**src/hw/rtl/bpu_pkg.sv**
```systemverilog
// Shared types and constants for the BMP pixel unpacker.
// No dependencies; imported by every module of the block.
package bpu_pkg;

  localparam int unsigned HdrLen = 54;

  // Header byte positions (low six bits of the byte counter)
  localparam logic [5:0] PosSigB     = 6'd0;
  localparam logic [5:0] PosSigM     = 6'd1;
  localparam logic [5:0] PosOffset   = 6'd13;
  localparam logic [5:0] PosWidth    = 6'd21;
  localparam logic [5:0] PosHeight   = 6'd25;
  localparam logic [5:0] PosPlanes   = 6'd27;
  localparam logic [5:0] PosDepth    = 6'd29;
  localparam logic [5:0] PosCompress = 6'd33;
  localparam logic [5:0] PosHdrEnd   = 6'd53;

  localparam logic [7:0]  SigB      = 8'h42;
  localparam logic [7:0]  SigM      = 8'h4D;
  localparam logic [15:0] PlanesOne = 16'd1;
  localparam logic [15:0] Depth24   = 16'd24;
  localparam logic [15:0] Depth32   = 16'd32;
  localparam logic [31:0] BiRgb     = 32'd0;

  // Pixel byte phases
  localparam logic [1:0] PhBlue  = 2'd0;
  localparam logic [1:0] PhGreen = 2'd1;
  localparam logic [1:0] PhRed   = 2'd2;
  localparam logic [1:0] PhAlpha = 2'd3;

  typedef struct packed {
    logic hdr_phase;  // byte counter still inside the 54-byte header
    logic data_ok;    // header good and counter at or past the data offset
    logic four_byte;  // 32-bit pixels
    logic status;     // header failure result on this transfer
  } hdr_ctl_t;

  typedef struct packed {
    logic        valid;
    logic [23:0] index;
    logic [7:0]  red;
    logic [7:0]  green;
    logic [7:0]  blue;
    logic [7:0]  alpha;
  } pix_res_t;

endpackage

```
**src/hw/rtl/bpu_hdr.sv**
```systemverilog
// Header parser: byte counter, little-endian field shifter and header checks.
// Depends on bpu_pkg.
module bpu_hdr import bpu_pkg::*; #(
  parameter int unsigned MAX_WIDTH  = 4096,
  parameter int unsigned MAX_HEIGHT = 4096,
  localparam int unsigned WW = $clog2(MAX_WIDTH + 1),
  localparam int unsigned HW = $clog2(MAX_HEIGHT + 1)
) (
  input  logic          clk_i,
  input  logic          rst_ni,
  input  logic          step_i,
  input  logic [7:0]    data_i,
  input  logic          last_i,
  output hdr_ctl_t      ctl_o,
  output logic [WW-1:0] width_o,
  output logic [HW-1:0] height_o
);

  logic [31:0]   count_q, offset_q, acc_q, acc_d;
  logic [WW-1:0] width_q;
  logic [HW-1:0] height_q;
  logic          four_q, failed_q, bad_q;
  logic          in_hdr, at_end;

  assign in_hdr = count_q < 32'(HdrLen);
  assign at_end = in_hdr && (count_q[5:0] == PosHdrEnd);
  assign acc_d  = {data_i, acc_q[31:8]};

  always_ff @(posedge clk_i or negedge rst_ni) begin
    if (!rst_ni) begin
      count_q  <= '0;
      offset_q <= '0;
      acc_q    <= '0;
      width_q  <= '0;
      height_q <= '0;
      four_q   <= 1'b0;
      failed_q <= 1'b0;
      bad_q    <= 1'b0;
    end else if (step_i) begin
      if (last_i) begin
        count_q  <= '0;
        offset_q <= '0;
        acc_q    <= '0;
        width_q  <= '0;
        height_q <= '0;
        four_q   <= 1'b0;
        failed_q <= 1'b0;
        bad_q    <= 1'b0;
      end else begin
        if (count_q != '1) begin
          count_q <= count_q + 32'd1;
        end
        if (in_hdr) begin
          acc_q <= acc_d;
          unique case (count_q[5:0])
            PosSigB: if (data_i != SigB) bad_q <= 1'b1;
            PosSigM: if (data_i != SigM) bad_q <= 1'b1;
            PosOffset: begin
              offset_q <= acc_d;
              if (acc_d < 32'(HdrLen)) bad_q <= 1'b1;
            end
            PosWidth: begin
              if (acc_d[31] || acc_d > 32'(MAX_WIDTH)) bad_q <= 1'b1;
              else width_q <= acc_d[WW-1:0];
            end
            PosHeight: begin
              if (acc_d[31] || acc_d > 32'(MAX_HEIGHT)) bad_q <= 1'b1;
              else height_q <= acc_d[HW-1:0];
            end
            PosPlanes: if (acc_d[31:16] != PlanesOne) bad_q <= 1'b1;
            PosDepth: begin
              if (acc_d[31:16] == Depth24) four_q <= 1'b0;
              else if (acc_d[31:16] == Depth32) four_q <= 1'b1;
              else bad_q <= 1'b1;
            end
            PosCompress: if (acc_d != BiRgb) bad_q <= 1'b1;
            PosHdrEnd: if (bad_q) failed_q <= 1'b1;
            default: ;
          endcase
        end
      end
    end
  end

  assign ctl_o.hdr_phase = in_hdr;
  assign ctl_o.data_ok   = !failed_q && (count_q >= offset_q);
  assign ctl_o.four_byte = four_q;
  // one failure result at the header end, or on a file cut short before it
  assign ctl_o.status    = step_i && ((at_end && bad_q) || (last_i && in_hdr && !at_end));
  assign width_o         = width_q;
  assign height_o        = height_q;

endmodule

```
**src/hw/rtl/bpu_walker.sv**
```systemverilog
// Pixel walker: byte phase, column, padding and row counters, top-down index.
// Depends on bpu_pkg.
module bpu_walker import bpu_pkg::*; #(
  parameter int unsigned MAX_WIDTH  = 4096,
  parameter int unsigned MAX_HEIGHT = 4096,
  localparam int unsigned WW = $clog2(MAX_WIDTH + 1),
  localparam int unsigned HW = $clog2(MAX_HEIGHT + 1)
) (
  input  logic          clk_i,
  input  logic          rst_ni,
  input  logic          step_i,
  input  logic [7:0]    data_i,
  input  logic          last_i,
  input  hdr_ctl_t      ctl_i,
  input  logic [WW-1:0] width_i,
  input  logic [HW-1:0] height_i,
  output pix_res_t      pix_o
);

  logic [HW-1:0] row_q;
  logic [WW-1:0] col_q, col_inc;
  logic [1:0]    phase_q, pad_q, pad_need;
  logic [23:0]   hold_q, hold_d, base_q, base_prod;
  logic [WW+1:0] width_ext;
  logic          active, in_line, last_k, row_end;

  assign width_ext = {2'b00, width_i};
  // 24-bit rows pad by width mod 4 bytes, 32-bit rows never pad
  assign pad_need  = ctl_i.four_byte ? 2'd0 : width_ext[1:0];
  assign active    = step_i && !ctl_i.hdr_phase && ctl_i.data_ok &&
                     (row_q < height_i) && (width_i != '0);
  assign in_line   = col_q < width_i;
  assign last_k    = ctl_i.four_byte ? (phase_q == PhAlpha) : (phase_q == PhRed);
  assign col_inc   = col_q + WW'(1);
  assign row_end   = in_line ? (last_k && (col_inc == width_i) && (pad_need == 2'd0))
                             : ((pad_q + 2'd1) == pad_need);
  assign base_prod = (24'(height_i) - 24'd1) * 24'(width_i);

  always_comb begin
    unique case (phase_q)
      PhBlue:  hold_d = {16'd0, data_i};
      PhGreen: hold_d = {hold_q[23:16], data_i, hold_q[7:0]};
      PhRed:   hold_d = {data_i, hold_q[15:0]};
      PhAlpha: hold_d = hold_q;
      default: hold_d = hold_q;
    endcase
  end

  always_ff @(posedge clk_i or negedge rst_ni) begin
    if (!rst_ni) begin
      row_q   <= '0;
      col_q   <= '0;
      phase_q <= PhBlue;
      pad_q   <= '0;
    end else if (step_i && last_i) begin
      row_q   <= '0;
      col_q   <= '0;
      phase_q <= PhBlue;
      pad_q   <= '0;
    end else if (active) begin
      if (row_end) begin
        row_q   <= row_q + HW'(1);
        col_q   <= '0;
        phase_q <= PhBlue;
        pad_q   <= '0;
      end else if (in_line) begin
        if (last_k) begin
          col_q   <= col_inc;
          phase_q <= PhBlue;
        end else begin
          phase_q <= phase_q + 2'd1;
        end
      end else begin
        pad_q <= pad_q + 2'd1;
      end
    end
  end

  always_ff @(posedge clk_i) begin
    if (active && in_line) begin
      hold_q <= hold_d;
    end
    if (ctl_i.hdr_phase) begin
      base_q <= base_prod;
    end else if (active && row_end) begin
      base_q <= base_q - 24'(width_i);
    end
  end

  assign pix_o.valid = active && in_line && last_k;
  assign pix_o.index = base_q + 24'(col_q);
  assign pix_o.red   = hold_d[23:16];
  assign pix_o.green = hold_d[15:8];
  assign pix_o.blue  = hold_d[7:0];
  assign pix_o.alpha = ctl_i.four_byte ? data_i : 8'd0;

endmodule

```
**src/hw/rtl/bmp_pixel_unpacker_unit.sv**
```systemverilog
// Top level of the BMP pixel unpacker: input register, header parser,
// pixel walker and result register. Depends on bpu_pkg, bpu_hdr, bpu_walker.
//
// Takes an uncompressed BMP file one byte per transfer and returns RGB(A)
// pixels with a top-down frame index. The 54-byte header is parsed on the fly:
// signature, pixel-data offset, width, height, planes, depth (24 or 32) and
// compression (BI_RGB only); a bad or oversized header gives one result with
// status set, then bytes are dropped until the byte marked last_of_image,
// after which parsing restarts. A file that ends before the header does also
// gives one status result. Rate: one byte per clock cycle, sustained; a byte
// goes via the input register to the result register; the only stall is
// a held result register (out_ready_i low), which backs up through the
// single input register. Each input byte yields at most one result: a pixel
// appears on its last byte (third or fourth). Pixel index is computed with
// one multiply at the header end and then one subtract per row, so no
// per-byte divide or multiply is needed. MAX_WIDTH and MAX_HEIGHT bound the
// accepted image size and set the counter widths.
module bmp_pixel_unpacker_unit import bpu_pkg::*; #(
  parameter int unsigned MAX_WIDTH  = 4096,
  parameter int unsigned MAX_HEIGHT = 4096
) (
  input  logic        clk_i,
  input  logic        rst_ni,
  input  logic        in_valid_i,
  output logic        in_ready_o,
  input  logic [7:0]  data_byte_i,
  input  logic        last_of_image_i,
  output logic        out_valid_o,
  input  logic        out_ready_i,
  output logic [23:0] pixel_index_o,
  output logic [7:0]  red_o,
  output logic [7:0]  green_o,
  output logic [7:0]  blue_o,
  output logic [7:0]  alpha_o,
  output logic        has_alpha_o,
  output logic        status_o
);

  localparam int unsigned WW = $clog2(MAX_WIDTH + 1);
  localparam int unsigned HW = $clog2(MAX_HEIGHT + 1);

  // input register
  logic       in_vld_q, last_q;
  logic [7:0] byte_q;
  // result register
  logic        out_vld_q, has_alpha_q, status_q;
  logic [23:0] index_q;
  logic [7:0]  red_q, green_q, blue_q, alpha_q;

  logic          step, emit;
  hdr_ctl_t      hdr_ctl;
  pix_res_t      pix;
  logic [WW-1:0] width;
  logic [HW-1:0] height;

  // process the held byte when the result register can take a result
  assign step       = in_vld_q && (!out_vld_q || out_ready_i);
  assign in_ready_o = !in_vld_q || step;
  assign emit       = hdr_ctl.status || pix.valid;

  always_ff @(posedge clk_i or negedge rst_ni) begin
    if (!rst_ni) begin
      in_vld_q <= 1'b0;
    end else if (in_ready_o) begin
      in_vld_q <= in_valid_i;
    end
  end

  always_ff @(posedge clk_i) begin
    if (in_ready_o && in_valid_i) begin
      byte_q <= data_byte_i;
      last_q <= last_of_image_i;
    end
  end

  bpu_hdr #(
    .MAX_WIDTH (MAX_WIDTH),
    .MAX_HEIGHT(MAX_HEIGHT)
  ) u_hdr (
    .clk_i   (clk_i),
    .rst_ni  (rst_ni),
    .step_i  (step),
    .data_i  (byte_q),
    .last_i  (last_q),
    .ctl_o   (hdr_ctl),
    .width_o (width),
    .height_o(height)
  );

  bpu_walker #(
    .MAX_WIDTH (MAX_WIDTH),
    .MAX_HEIGHT(MAX_HEIGHT)
  ) u_walker (
    .clk_i   (clk_i),
    .rst_ni  (rst_ni),
    .step_i  (step),
    .data_i  (byte_q),
    .last_i  (last_q),
    .ctl_i   (hdr_ctl),
    .width_i (width),
    .height_i(height),
    .pix_o   (pix)
  );

  always_ff @(posedge clk_i or negedge rst_ni) begin
    if (!rst_ni) begin
      out_vld_q <= 1'b0;
    end else if (step) begin
      out_vld_q <= emit;
    end else if (out_ready_i) begin
      out_vld_q <= 1'b0;
    end
  end

  // status results carry zero payload
  always_ff @(posedge clk_i) begin
    if (step && emit) begin
      if (hdr_ctl.status) begin
        index_q     <= '0;
        red_q       <= '0;
        green_q     <= '0;
        blue_q      <= '0;
        alpha_q     <= '0;
        has_alpha_q <= 1'b0;
        status_q    <= 1'b1;
      end else begin
        index_q     <= pix.index;
        red_q       <= pix.red;
        green_q     <= pix.green;
        blue_q      <= pix.blue;
        alpha_q     <= pix.alpha;
        has_alpha_q <= hdr_ctl.four_byte;
        status_q    <= 1'b0;
      end
    end
  end

  assign out_valid_o   = out_vld_q;
  assign pixel_index_o = index_q;
  assign red_o         = red_q;
  assign green_o       = green_q;
  assign blue_o        = blue_q;
  assign alpha_o       = alpha_q;
  assign has_alpha_o   = has_alpha_q;
  assign status_o      = status_q;

  // a failure result and a pixel never come from the same byte
  assert property (@(posedge clk_i) disable iff (!rst_ni)
    !(hdr_ctl.status && pix.valid))
    else $error("status and pixel result on the same byte");

  // pixels only come out after the header
  assert property (@(posedge clk_i) disable iff (!rst_ni)
    pix.valid |-> !hdr_ctl.hdr_phase)
    else $error("pixel produced inside the header");

  // the byte marked last restarts header parsing
  assert property (@(posedge clk_i) disable iff (!rst_ni)
    (step && last_q) |=> hdr_ctl.hdr_phase)
    else $error("parser did not restart after last byte");

  // input side stalls only while both registers are full
  assert property (@(posedge clk_i) disable iff (!rst_ni)
    !in_ready_o |-> (in_vld_q && out_vld_q && !out_ready_i))
    else $error("input stalled without a held result");

endmodule

```
**config.mk**
```make
export PLATFORM = sky130hd
export DESIGN_NAME = bmp_pixel_unpacker_unit
export DESIGN_NICKNAME = d
export VERILOG_FILES = /design/src/hw/rtl/bpu_pkg.sv /design/src/hw/rtl/bpu_hdr.sv /design/src/hw/rtl/bpu_walker.sv /design/src/hw/rtl/bmp_pixel_unpacker_unit.sv
export SDC_FILE = /design/constraint.sdc
export NUM_CORES = 1
export LEC_CHECK = 0
export ABC_CLOCK_PERIOD_IN_PS = 7100
export BUFFER_PORTS_ARGS = -buffer_cell sky130_fd_sc_hd__buf_2
export CORE_MARGIN = 4
export CORE_UTILIZATION = 58
export CTS_CLUSTER_DIAMETER = 100
export CTS_CLUSTER_SIZE = 10
export DETAILED_ROUTE_END_ITERATION = 10
export PLACE_DENSITY = 0.76
export REMOVE_ABC_BUFFERS = 1
export SYNTH_ARGS = -nofsm -noshare
export SYNTH_HDL_FRONTEND = slang
export SYNTH_SLANG_ARGS = --single-unit
```
**constraint.sdc**
```tcl
create_clock -name clk_i -period 7.1 [get_ports clk_i]
set_clock_uncertainty 0.2 [all_clocks]
set_input_delay 1.42 -clock clk_i [delete_from_list [all_inputs] [get_ports clk_i]]
set_output_delay 1.42 -clock clk_i [all_outputs]
set_load 0.02 [all_outputs]
```
==> qor.csv <==
stage,metric,value,unit
floorplanning,rows,70,
timing,report.final.setup_viol,0,
detailed_routing,viasPerCell,6.087,
floorplanning,ios,73,
synth,syn_area,0.02150,mm²
synth,synth.distinct_cells,79,
cells_and_area,utilization,0.6401,
clock_network,cts_root_buf,clkbuf_16,
placed_design,gp_congestion,0.9620,
synth,ys_async_sr_fraction,0.5644,
cells_and_area,fin_nets,2673,
outcome,status,completed,
clock_network,numCtsBuffers,31,
hold_path,hold_path_class,reg -> reg,
floorplanning,start_util,0.5873,
power_and_ir_drop,power.total,0.005468,W
floorplanning,design.core.area,0.03661,mm²
cells_and_area,fin_area,0.02343,mm²
timing,period_share,0.9620,
worst_setup_path,path_common_cell,fa_1,
placed_design,dpl-instance-area,0.02246,mm²
detailed_routing,drc,0,
floorplanning,die_x,200.5,µm
placed_design,io_buffers,72,
power_and_ir_drop,power_density,233.4,mW/mm²
worst_setup_path,critPathBufInv,5,
worst_setup_path,cp_cell_sequence,"nor4_2, nand4_1, buf_4, xnor2_1, buf_4, nand2_1, fa_1, inv_1, fa_1, fa_1, fa_1, inv_1, fa_1, inv_1, ha_1, a21oi_1, o21ai_0, nor3_1, o211ai_1, a41o_1, a31o_2, xnor2_1, mux2i_1",
worst_setup_path,crit_slowest_cell,fa_1,
worst_setup_path,critPathLaunchType,flop,
clock_network,cts_tree,yes,
clock_network,clk_pin_slew_worst_paths,60,ps
worst_setup_path,endpoint_kind,flop,
cells_and_area,multi_input_area,0.01290,mm²
placed_design,dp_hpwl,41.06,mm
synth,synth.avg_cell_area,9.288,µm²
clock_network,cts_hold_buffers,0,
global_routing,grt_usage,0.2765,
timing,slew_headroom,0.2548,
cells_and_area,drive_gt1_frac,0.08992,
floorplanning,die-area,0.04022,mm²
cells_and_area,mostFrequentLayoutCell,inv_1,
synth,yosys_warnings,0,
worst_setup_path,worstPathMaxFanout,12,
power_and_ir_drop,leakagePower,10.60,nW
synth,synth_enable_flop_cells,115,
detailed_routing,ant_nets,0,
worst_setup_path,critical_path.max_stage_delay,540,ps
worst_setup_path,cp.arrival,6940,ps
synth,synth_flop_cell,dfrtp_1,
worst_setup_path,crit_family,adder cells,
synth,synthCells,2315,
timing,max_freq,146.4,MHz
timing,whs,281.6,ps
clock_network,h-tree-depth,1,
detailed_routing,wire_per_inst,19.84,µm
cells_and_area,diodes,0,
timing,hold_viol,0,
global_routing,antenna_found_initial,0,
timing,worstMarginPinSlew,1103,ps
detailed_routing,drtIter0Drc,1514,
timing,finalCriticalPeriod,6830,ps
synth,seq_area_frac_synth,0.3340,
cells_and_area,area.growth.synth_to_final,8.984,%
worst_setup_path,path_class,reg -> reg,
global_routing,grt_overflow,0,
detailed_routing,drtPass1Iterations,5,
cells_and_area,seq_area,0.007183,mm²
global_routing,grt_pass1_vias,17570,
flow_run,cap_violations,0,
floorplanning,die_h,200.5,µm
clock_network,clock_latency,600,ps
detailed_routing,drt_wl_total,56.51,mm
power_and_ir_drop,ir_worst_vdd,0.1893,mV
global_routing,grt_pass1_wl,92.03,mm
synth,ys_seq_elements,264,
cells_and_area,filler_cell_count,2996,
clock_network,cts_sinks,264,
worst_setup_path,cp.required,7210,ps
detailed_routing,dr_total_vias,17340,
global_routing,grt_max_degree,96,
clock_network,clockBufferDepth,3,
cells_and_area,mostFrequentLayoutCells,"inv_1 (291), nand2_1 (251), nor2_1 (166)",
timing,finalMaxSlewViolations,0,
power breakdown:
part / internal (W) / switching (W) / leakage (nW)
sequential: 0.00179 / 0.000165 / 3.19
clock: 0.000799 / 0.000636 / 0.416
combinational: 0.000793 / 0.00128 / 7.00
sequential cells by signal (all words and copies together), names as in the netlist, 2 cells and up:
name and cells:
red_o 8, u_walker.col_q 13, alpha_o 8, u_walker.phase_q 2, u_walker.hold_q 24, blue_o 8, u_hdr.count_q 32, green_o 8
u_walker.row_q 13, u_hdr.acc_q 24, u_hdr.width_o 13, u_walker.base_q 24, u_hdr.offset_q 32, u_walker.pad_q 2, pixel_index_o 24, byte_q 8
u_hdr.height_o 13
timing repair:
item	in CTS	in global routing
setup buffers	0	2
gates resized for setup	0	17
setup endpoints to repair	0	7
cells by family (layout without fill, tap and decap cells):
logic type	after synthesis	after routing	share of synthesized area
AOI/OAI and AO/OA	411	411	0.1264
xor gates and xnor gates	113	113	0.04603
and+or+nand+nor	813	813	0.1890
DFF	264	264	0.3340
adders and majority gates	295	295	0.2265
buffers and inverters	406	471	0.07163
muxes	13	13	0.006401
cell type report:
cell class	instances	area share
Clock inverter	4	0.001762
Timing Repair Buffer	127	0.03326
Tap cell	468	0.02499
Sequential cell	264	0.3065
Multi-Input combinational cell	1645	0.5507
Inverter	296	0.04757
Clock buffer	44	0.03519
synthesized netlist by cell type (55+ instances only):
cell type  number  area share
a21oi_1        62       0.014
clkbuf_1       96       0.017
dfrtp_1       149        0.17
edfxtp_1      115        0.16
fa_1          157        0.15
ha_1          138       0.080
inv_1         292       0.051
nand2_1       251       0.044
nor2_1        166       0.029
nor3_1         55       0.013
o21ai_0       123       0.029
xnor2_1        63       0.026
worst paths after layout:
| kind | start | end | slack (ps) | cells after the start |
|---|---|---|---|---|
| min | u_hdr.width_o[4] | u_hdr.width_o[4] | 280 | 2 |
| max | u_hdr.height_o[8] | u_walker.base_q[23] | 270 | 23 |
| min reg2reg | u_hdr.width_o[4] | u_hdr.width_o[4] | 280 | 2 |
| min in group asynchronous | rst_ni | u_hdr.count_q[10] | 740 | 1 |
| max in group asynchronous | rst_ni | u_hdr.height_o[0] | 4700 | 2 |
| max reg2reg | u_hdr.height_o[8] | u_walker.base_q[23] | 270 | 23 |
routing by layer:
metal | track usage | up-vias | share of wire
met5 | 0 | - | 0
met4 | 0.09980 | 0 | 0.039
met3 | 0.03667 | 145 | 0.061
met2 | 0.4765 | 634 | 0.49
met1 | 0.3613 | 8563 | 0.41
li1 | - | 7994 | -
per-stage QoR:
step,cells,setup TNS [ps],setup slack (ps)
floorplan,2205,-75890,-1288
global placement,2798,0,361.9
detailed placement,2798,0,213.1
CTS,2846,0,206.4
global route,2848,-40.67,-37.42
finish,2848,0,270.1
worst reg2reg max path: stages, from the launching register on:
cell	delay, ps
dfrtp_1	450
nor4_2	410
nand4_1	170
buf_4	210
xnor2_1	150
buf_4	220
nand2_1	100
fa_1	510
inv_1	50
fa_1	540
fa_1	450
fa_1	540
inv_1	50
fa_1	530
inv_1	40
ha_1	380
a21oi_1	240
o21ai_0	190
nor3_1	170
o211ai_1	150
a41o_1	280
a31o_2	260
xnor2_1	160
mux2i_1	90
Power figures use the tool's default switching activity.
